===== config.mk =====
export PLATFORM = sky130hd
export DESIGN_NAME = max_key_priority_queue
export DESIGN_NICKNAME = d
export VERILOG_FILES = /design/src/mpq_pkg.sv /design/src/max_key_priority_queue.sv /design/src/mpq_ram.sv
export SDC_FILE = /design/constraint.sdc
export NUM_CORES = 2
export LEC_CHECK = 0
export BUFFER_PORTS_ARGS = -buffer_cell sky130_fd_sc_hd__buf_2
export CAP_MARGIN = 30
export CORE_UTILIZATION = 55
export CTS_CLUSTER_DIAMETER = 100
export DETAILED_ROUTE_END_ITERATION = 12
export GPL_TIMING_DRIVEN = 0
export PLACE_DENSITY = 0.77
export SKIP_CTS_REPAIR_TIMING = 1
export SLEW_MARGIN = 20
export SYNTH_ARGS = -nofsm -noshare
export SYNTH_HDL_FRONTEND = slang
export SYNTH_SLANG_ARGS = --single-unit
export TNS_END_PERCENT = 30

===== constraint.sdc =====
create_clock -name clock -period 26.3 [get_ports clock]
set_input_delay 7.89 -clock clock [delete_from_list [all_inputs] [get_ports clock]]
set_output_delay 7.89 -clock clock [all_outputs]
set_load 0.01 [all_outputs]

===== src/mpq_pkg.sv =====
// shared types and codes for the max-key priority queue
// no dependencies; imported by max_key_priority_queue, mpq_checker and tb
package mpq_pkg;

   localparam logic [1:0] MODE_PUSH      = 2'd0;
   localparam logic [1:0] MODE_TAKE_OLD  = 2'd1;
   localparam logic [1:0] MODE_PEEK_MAX  = 2'd2;
   localparam logic [1:0] MODE_TAKE_MAX  = 2'd3;

   localparam logic [1:0] STATUS_OK      = 2'd0;
   localparam logic [1:0] STATUS_EMPTY   = 2'd1;
   localparam logic [1:0] STATUS_FULL    = 2'd2;

   typedef struct packed {
      logic [1:0]         mode;
      logic signed [31:0] item_key;
      logic [31:0]        item_data;
   } req_type;

   typedef struct packed {
      logic [1:0]         status;
      logic signed [31:0] found_key;
      logic [31:0]        found_data;
      logic [4:0]         fill_count;
   } rsp_type;

endpackage


===== src/max_key_priority_queue.sv =====
// max-key priority queue top level: sequencer, entry ring buffer, one key comparator
// depends on mpq_pkg and mpq_ram
//
// Holds up to DEPTH key/data entries in insertion order in a ring buffer ram.
// A request is taken when start is high and busy is low; its one result beat
// shows on rsp_item for exactly one cycle with rsp_valid high and cannot be
// held off, so the receiver must take it then. A push, and any request on an
// empty store or a push on a full one, answers in the cycle after acceptance
// and leaves busy low. Take-oldest reads the oldest entry in S_OLD and answers
// from there. Peek-largest walks the ram with a single signed comparator, one
// entry per cycle from newest to oldest, the newest of equal keys winning.
// Take-largest then moves each entry newer than the chosen one down one slot,
// through the ram's single write port in S_SHIFT.
module max_key_priority_queue #(
   parameter int DEPTH = 16
) (
   input  logic            clock,
   input  logic            reset,
   input  logic            start,
   output logic            busy,
   input  mpq_pkg::req_type req_item,
   output logic            rsp_valid,
   output mpq_pkg::rsp_type rsp_item
);
   import mpq_pkg::*;

   localparam int AW = $clog2(DEPTH);
   localparam int CW = $clog2(DEPTH + 1);

   localparam logic [1:0] S_IDLE  = 2'd0;
   localparam logic [1:0] S_OLD   = 2'd1;
   localparam logic [1:0] S_SCAN  = 2'd2;
   localparam logic [1:0] S_SHIFT = 2'd3;

   logic [1:0]         state_ff, state_in;
   logic [AW-1:0]      head_ff, head_in;
   logic [CW-1:0]      count_ff, count_in;
   logic [1:0]         mode_ff, mode_in;
   logic [AW-1:0]      idx_ff, idx_in;
   logic signed [31:0] best_key_ff, best_key_in;
   logic [31:0]        best_data_ff, best_data_in;
   logic [AW-1:0]      best_idx_ff, best_idx_in;
   logic               rsp_valid_ff, rsp_valid_in;
   rsp_type            rsp_ff, rsp_in;

   logic               wr_en;
   logic [AW-1:0]      wr_addr;
   logic [63:0]        wr_data;
   logic [AW-1:0]      rd_addr;
   logic [63:0]        rd_data;

   logic [AW-1:0]      last_idx;
   logic signed [31:0] rd_key;
   logic               take_new;

   // logical slot to ram address, wrapping at DEPTH
   function automatic logic [AW-1:0] phys(input logic [AW-1:0] head,
                                          input logic [AW-1:0] slot);
      logic [AW:0] sum;
      sum = {1'b0, head} + {1'b0, slot};
      if (sum >= (AW+1)'(DEPTH)) begin
         sum = sum - (AW+1)'(DEPTH);
      end
      return sum[AW-1:0];
   endfunction

   mpq_ram #(
      .WIDTH (64),
      .DEPTH (DEPTH)
   ) u_ram (
      .clock   (clock),
      .wr_en   (wr_en),
      .wr_addr (wr_addr),
      .wr_data (wr_data),
      .rd_addr (rd_addr),
      .rd_data (rd_data)
   );

   assign last_idx = AW'(count_ff - 1'b1);
   assign rd_key   = rd_data[63:32];
   // first entry seen always wins, later ones only on strictly greater
   assign take_new = (idx_ff == last_idx) || (rd_key > best_key_ff);

   always_comb begin
      state_in     = state_ff;
      head_in      = head_ff;
      count_in     = count_ff;
      mode_in      = mode_ff;
      idx_in       = idx_ff;
      best_key_in  = best_key_ff;
      best_data_in = best_data_ff;
      best_idx_in  = best_idx_ff;
      rsp_valid_in = 1'b0;
      rsp_in       = rsp_ff;
      wr_en        = 1'b0;
      wr_addr      = phys(head_ff, AW'(count_ff));
      wr_data      = {req_item.item_key, req_item.item_data};
      rd_addr      = phys(head_ff, '0);

      case (state_ff)
         S_IDLE: begin
            if (start) begin
               mode_in = req_item.mode;
               if (req_item.mode == MODE_PUSH) begin
                  rsp_valid_in = 1'b1;
                  if (count_ff == CW'(DEPTH)) begin
                     rsp_in = '{STATUS_FULL, '0, '0, 5'(count_ff)};
                  end else begin
                     wr_en    = 1'b1;
                     count_in = count_ff + 1'b1;
                     rsp_in   = '{STATUS_OK, req_item.item_key, req_item.item_data,
                                  5'(count_in)};
                  end
               end else if (count_ff == '0) begin
                  rsp_valid_in = 1'b1;
                  rsp_in       = '{STATUS_EMPTY, '0, '0, 5'(count_ff)};
               end else if (req_item.mode == MODE_TAKE_OLD) begin
                  state_in = S_OLD;
               end else begin
                  rd_addr  = phys(head_ff, last_idx);
                  idx_in   = last_idx;
                  state_in = S_SCAN;
               end
            end
         end

         S_OLD: begin
            head_in      = phys(head_ff, AW'(1));
            count_in     = count_ff - 1'b1;
            rsp_valid_in = 1'b1;
            rsp_in       = '{STATUS_OK, rd_key, rd_data[31:0], 5'(count_in)};
            state_in     = S_IDLE;
         end

         S_SCAN: begin
            if (take_new) begin
               best_key_in  = rd_key;
               best_data_in = rd_data[31:0];
               best_idx_in  = idx_ff;
            end
            if (idx_ff == '0) begin
               if (mode_ff == MODE_PEEK_MAX) begin
                  rsp_valid_in = 1'b1;
                  rsp_in       = '{STATUS_OK, best_key_in, best_data_in, 5'(count_ff)};
                  state_in     = S_IDLE;
               end else if (best_idx_in == last_idx) begin
                  // newest entry removed, nothing to move
                  count_in     = count_ff - 1'b1;
                  rsp_valid_in = 1'b1;
                  rsp_in       = '{STATUS_OK, best_key_in, best_data_in, 5'(count_in)};
                  state_in     = S_IDLE;
               end else begin
                  rd_addr  = phys(head_ff, AW'(best_idx_in + 1'b1));
                  idx_in   = best_idx_in;
                  state_in = S_SHIFT;
               end
            end else begin
               rd_addr = phys(head_ff, AW'(idx_ff - 1'b1));
               idx_in  = AW'(idx_ff - 1'b1);
            end
         end

         S_SHIFT: begin
            // entry idx+1 arrives, lands in slot idx
            wr_en   = 1'b1;
            wr_addr = phys(head_ff, idx_ff);
            wr_data = rd_data;
            if (AW'(idx_ff + 1'b1) == last_idx) begin
               count_in     = count_ff - 1'b1;
               rsp_valid_in = 1'b1;
               rsp_in       = '{STATUS_OK, best_key_ff, best_data_ff, 5'(count_in)};
               state_in     = S_IDLE;
            end else begin
               rd_addr = phys(head_ff, AW'(idx_ff + 2'd2));
               idx_in  = AW'(idx_ff + 1'b1);
            end
         end

         default: begin
            state_in = S_IDLE;
         end
      endcase
   end

   always_ff @(posedge clock) begin
      if (reset) begin
         state_ff     <= S_IDLE;
         head_ff      <= '0;
         count_ff     <= '0;
         rsp_valid_ff <= 1'b0;
      end else begin
         state_ff     <= state_in;
         head_ff      <= head_in;
         count_ff     <= count_in;
         rsp_valid_ff <= rsp_valid_in;
      end
   end

   always_ff @(posedge clock) begin
      mode_ff      <= mode_in;
      idx_ff       <= idx_in;
      best_key_ff  <= best_key_in;
      best_data_ff <= best_data_in;
      best_idx_ff  <= best_idx_in;
      rsp_ff       <= rsp_in;
   end

   assign busy      = (state_ff != S_IDLE);
   assign rsp_valid = rsp_valid_ff;
   assign rsp_item  = rsp_ff;

endmodule


===== src/mpq_ram.sv =====
// generic simple dual-port ram: one write port, one read port, registered read
// no dependencies
module mpq_ram #(
   parameter int WIDTH = 64,
   parameter int DEPTH = 16
) (
   input  logic                     clock,
   input  logic                     wr_en,
   input  logic [$clog2(DEPTH)-1:0] wr_addr,
   input  logic [WIDTH-1:0]         wr_data,
   input  logic [$clog2(DEPTH)-1:0] rd_addr,
   output logic [WIDTH-1:0]         rd_data
);

   logic [WIDTH-1:0] mem_ff [DEPTH];
   logic [WIDTH-1:0] rd_data_ff;

   always_ff @(posedge clock) begin
      if (wr_en) begin
         mem_ff[wr_addr] <= wr_data;
      end
      rd_data_ff <= mem_ff[rd_addr];
   end

   assign rd_data = rd_data_ff;

endmodule


After elaboration in Yosys (flattened, before gate mapping). Memories as Yosys holds them, arrays and structs flattened. A register that Yosys moved wholly into a read port is not among the register bits. Cells that the tools add are included. W data, S select, Z words.

RAM bits: 1024. Flip-flop bits (word level): 157. Memories: 1. Output and inout port bits: 73. Logic and storage cells: 152. Input bits: 69.

Memory list: u_ram.mem_ff (depth 16, bits a word 64, read ports 1, clocked after Yosys merged registers in 1, write ports 1, RTL line mpq_ram.sv:15) `logic [WIDTH-1:0] mem_ff [DEPTH];`.

Add/subtract/negate cells: 21. Eq/ne operators: 24. Reductions and logical operators: 12. Order comparisons: 9. Multiplexer cells: 72.

Operator list (number): $mux W71 (8); $pmux W71 S4 (1); $mux W4 (27); $mux W32 (2); $mux W64 (1); $sub A4 B1 Y4 const B (9); $ge A5 B5 Y1 const B (7); $mux W5 (7); $gt A32 B32 Y1 (1); $add A4 B4 Y5 (6); $pmux W4 S3 (2); $ne A2 B2 Y1 const B (11); $pmux W5 S4 (1); $mux W2 (8); $eq A4 B4 Y1 (3); $mux W1 (12); $ne A3 B3 Y1 const B (4); $reduce_and A5 Y1 (2); $add A4 B1 Y4 const B (2); $pmux W2 S4 (1); $reduce_and A8 Y1 (1); $reduce_and A7 Y1 (1); $eq A2 B2 Y1 const B (3); $add A4 B1 Y5 const B (1); other kinds (15) (17).

Longest topological paths before layout.
Depth after elaboration: 13. Mapped depth: 27. Depth with buffers taken out: 23.

By module. A second synthesis with hierarchy kept.

Cells, all modules: 2615. Area, all modules: 49872.8 um2.

Modules (own cells, without submodules): mpq_ram (area an instance 39583.0 um2, times used 1, sequential area each 32030.7 um2, cells each 1647); max_key_priority_queue (area an instance 10289.9 um2, times used 1, sequential area each 4594.4 um2, cells each 968).

Worst setup path after synthesis. No wires, ideal clock.

Path type: input to register. From: input port req_item[64] in the netlist's numbering. To: memory u_ram.mem_ff[15][0] (enable). Arrival: 13230 ps. Data required time: 25735 ps. Library setup time: 565 ps. Path buffers: 0. Setup slack: 12506 ps. Stages on the path: 7. Cell sequence: nor2_1 -> nand2_1 -> nor2_1 -> a21oi_1 -> nor2_1 -> nand2_1 -> nor3_1.

Longest elaborated chain between the ends: 6.

Ends and longest elaborated chain: start: declaration (RTL line max_key_priority_queue.sv:21) `input mpq_pkg::req_type req_item,`; $logic_not A2 Y1 (RTL line max_key_priority_queue.sv:104) `if (req_item.mode == MODE_PUSH) begin`; $mux W1 (RTL line max_key_priority_queue.sv:104); $mux W1 (RTL line max_key_priority_queue.sv:102) `if (start) begin`; $pmux W1 S2 (RTL line max_key_priority_queue.sv:100) `case (state_ff)`; $mux W1 (RTL line mpq_ram.sv:19) `if (wr_en) begin`; $mux W1 (implied by the code) (RTL line mpq_ram.sv:20) `mem_ff[wr_addr] <= wr_data;`; end: declaration (RTL line mpq_ram.sv:15).

Every way passes these cells.

Worst setup path in the final report.
From: input port start. To: register u_ram.rd_data_ff[1], in the netlist u_ram.rd_data[1], read port of u_ram.mem_ff.

Longest elaborated chain between the ends: 2.

Ends and longest elaborated chain: start: declaration (RTL line max_key_priority_queue.sv:19) `input logic start,`; $mux W4 (RTL line max_key_priority_queue.sv:102); $pmux W4 S3 (RTL line max_key_priority_queue.sv:100); end: declaration (RTL line mpq_ram.sv:16) `logic [WIDTH-1:0] rd_data_ff;`.

Every way passes these cells. A chain may end at the register's enable or synchronous reset.

==> summary.txt <==
Run status
  • Status: finished, final reports clean

Logic synthesis
  • Avg Inst Size Synth: 13.8 sq um
  • Synth async-reset ratio: 0
  • Yosys warnings: 0
  • Post-synthesis instance total: 3798
  • Library cells used by synthesis: 70
  • Synth Cell Area: 52200 sq um
  • #FFs+latches synth: 1245
  • Synth Flop Type: edfxtp_1
  • Post-synth EDFFs: 1169
  • Seq/Total Area, Yosys: 0.701
  • Syn Nets: 3933

Power and ir drop
  • VDD IR max: 0.0771 mV
  • Sw Ratio: 0.410
  • Cell-internal power: 4.49 mW
  • Power density over the cells: 127 nW/um^2
  • Switching pwr: 3.12 mW
  • Leakage: 19.7 nW
  • Sequential power share: 0.347
  • Comb pwr share: 0.428
  • Clk pwr share: 0.225

Die
  • Die area: 96200 sq um
  • I/O pins: 142
  • Die W: 310 microns
  • Core footprint: 93700 sq um
  • Initial Util: 0.557
  • # rows: 112
  • Die H: 310 microns

Job
  • # Max-Cap Violations: 0

Critical path
  • FF-to-FF End: u_ram.rd_data[15]$_DFF_P_
  • Worst Setup End Kind: flop
  • Data arrival, critical path: 12.11 ns
  • Req. time, crit path: 26.82 ns
  • Startpoint types: input port
  • Slowest stage delay, CP: 0.71 ns
  • FF-to-FF path depth: 24
  • CP max stage cell: clkbuf_1
  • Worst-path cell chain: buf_2, and3_1, clkbuf_1, nand3_1, o21a_1, o21ai_0, a31o_2, clkbuf_1, buf_6, clkbuf_1, clkbuf_1, o21ai_0, a32oi_1, a22oi_1, o211ai_1
  • Reg2reg start: best_key_ff[19]$_DFFE_PP_
  • Most used cell, CP: clkbuf_1
  • Critical path peak fanout: 10
  • Crit path launch: start
  • Flop2flop setup slack: 18.20 ns
  • Classification of the worst setup path: in -> reg

Routing
  • Vias post-DR: 37.4k
  • Final WL: 160000 microns
  • Vias per Instance: 6.81
  • DR DRC count: 0
  • Initial DRC Count: 6231
  • Routed wire length per instance: 29.1 microns
  • Drt pass-1 iters: 8
  • Antenna viol nets, final: 0

Hold path
  • Hold Crit Class: reg -> reg
  • Hold path cells: 2
  • Worst hold endpoint: state_ff[0]$_SDFFE_PP0P_
  • Hold_sp: state_ff[0]$_SDFFE_PP0P_

Timing
  • Hold Slack: 0.536 ns
  • Fmax: 86.3 MHz
  • Final setup violation count: 0
  • Period utilisation layout: 0.441
  • Max-slew violations: 0
  • Least-Margin Pin Slew: 1.09 ns
  • Min Tclk post-route: 11.59 ns
  • Post-Route Setup TNS: 0 ns
  • Layout Skew: 0.0361 ns
  • RSZ-0062 raised after global routing: false
  • Worst rel slew slack: 0.270
  • Final WS setup: 14.71 ns
  • Final Hold Fails: 0

Final layout
  • Finished Layout Cells: 5494
  • Layout Nets: 4270
  • Area delta synth->final: 14.5%
  • Post-route cell area: 59800 sq um
  • Most frequent cells in the layout: edfxtp_1 (1169), o21ai_0 (336), nand2_1 (307)
  • Most common cell after layout, fill and taps aside: edfxtp_1
  • Layout cell share with drive strength beyond 1: 0.152

Clock tree
  • Skew-Pair Late Insertion Delay: 0.71 ns
  • Max clock buf depth: 3
  • Clk sinks: 1245
  • CTS buffer count: 116
  • CTS root buf: clkbuf_16
  • H-Tree Depth: 3
  • CTS clk-pin slew, worst paths: 0.06 ns
  • TritonCTS clock tree: built

Placed design
  • Routability congestion estimate: 0.942
  • PortBufs: 141
  • Inst Count DP: 5270
  • HPWL Detailed: 112000 microns
  • Dpl ws: 14.08 ns
  • Post-DP Area: 55900 sq um

Global routing
  • Initial antenna violation count: 10
  • Vias in the first global route: 36.1k
  • Grt total ovfl: 0
  • Gr usage total: 0.328
  • Pin count of the biggest net entering global routing: 47
  • Global-route wire length before repair: 231000 microns
## layout make-up
cell class | count | area [sq um]
sequential | 1245 | 36600
fill | 6512 | 34000
multi-input combinational | 2167 | 14100
clock buffer | 153 | 3120
timing repair buffer | 219 | 1970
tap | 1254 | 1570
buffer | 327 | 1430
clock inverter | 67 | 738
inverter | 59 | 221
antenna | 3 | 7.51
## power by group through the flow
stage / Clock (mW) / Combinational [mW] / Sequential [mW]
3_5_place_dp: 0 / 3.10 / 2.67
6_report: 1.72 / 3.25 / 2.64
5_1_grt: 1.79 / 3.42 / 2.65
3_3_place_gp: 0 / 2.99 / 2.68
4_1_cts: 1.71 / 3.13 / 2.63
2_1_floorplan: 0 / 1.90 / 2.65
## through the flow
stage          utilization  power (mW)
3_3_place_gp         0.581        5.68
3_5_place_dp         0.596        5.77
4_1_cts              0.637        7.47
5_1_grt              0.638        7.86
2_1_floorplan            -        4.55
6_report             0.638        7.61
## cells in the mapped netlist (6+ instances only)
master	n	share of area
nor3_1	10	0.00096
mux2_2	100	0.022
xor2_1	13	0.0022
a211o_1	67	0.011
nand3_1	149	0.014
buf_2	100	0.0096
dfxtp_1	76	0.029
a21o_1	11	0.0016
edfxtp_1	1169	0.67
clkbuf_1	190	0.014
ha_1	61	0.015
a31oi_1	132	0.016
a22o_1	63	0.011
nor2b_1	7	0.00084
clkbuf_2	6	0.00057
nor2_1	51	0.0037
o21ai_0	336	0.032
xnor2_1	24	0.0040
inv_1	57	0.0041
a32oi_1	127	0.021
a21oi_1	292	0.028
a211oi_1	70	0.010
and3_1	69	0.0083
a22oi_1	94	0.014
o211ai_1	69	0.0099
a222oi_1	35	0.0067
nand2_1	307	0.022
buf_1	18	0.0013
buf_4	8	0.0011
nand4_1	15	0.0018
## flip-flops by register name (all words and copies together), names as in the netlist, 2 cells and up
name and cells:
u_ram.rd_data 64, best_idx_ff 4, count_ff 5, state_ff 2, rsp_item 71, head_ff 4, best_key_ff 32, u_ram.mem_ff 1024
mode_ff 2, idx_ff 4, best_data_ff 32
## logic make-up after synthesis
logic type	share of synthesized area
AND/OR/NAND/NOR	0.0559
flip-flops	0.701
multiplexers	0.0223
buffers and inverters	0.0316
adder cells (fa/ha/maj)	0.0165
XOR/XNOR	0.00620
AO/OA/AOI/OAI	0.166
## layer usage
metal | up-vias | global-route usage | share of wire
li1 | 15720 | - | -
met3 | 488 | 0.0876 | 0.14
met2 | 3038 | 0.507 | 0.45
met1 | 18144 | 0.431 | 0.36
met5 | - | 0 | 0.00065
met4 | 16 | 0.162 | 0.049
## how the worst max path moves through the flow
stage,to,cells past startpoint
final,u_ram.rd_data[1]$_DFF_P_,15
after global routing,u_ram.rd_data[2]$_DFF_P_,13
after CTS,u_ram.rd_data[2]$_DFF_P_,15
after detailed placement,u_ram.rd_data[2]$_DFF_P_,15
after global placement,u_ram.mem_ff[3][50]$_DFFE_PP_,8
after floorplan,u_ram.mem_ff[15][0]$_DFFE_PP_,7
## worst max-delay path: cells and delay by family
family          cells  cell delay [ns]
compound gates      7             1.63
buf+inv             6             2.24
simple gates        2             0.29
Power figures use the tool's default switching activity.
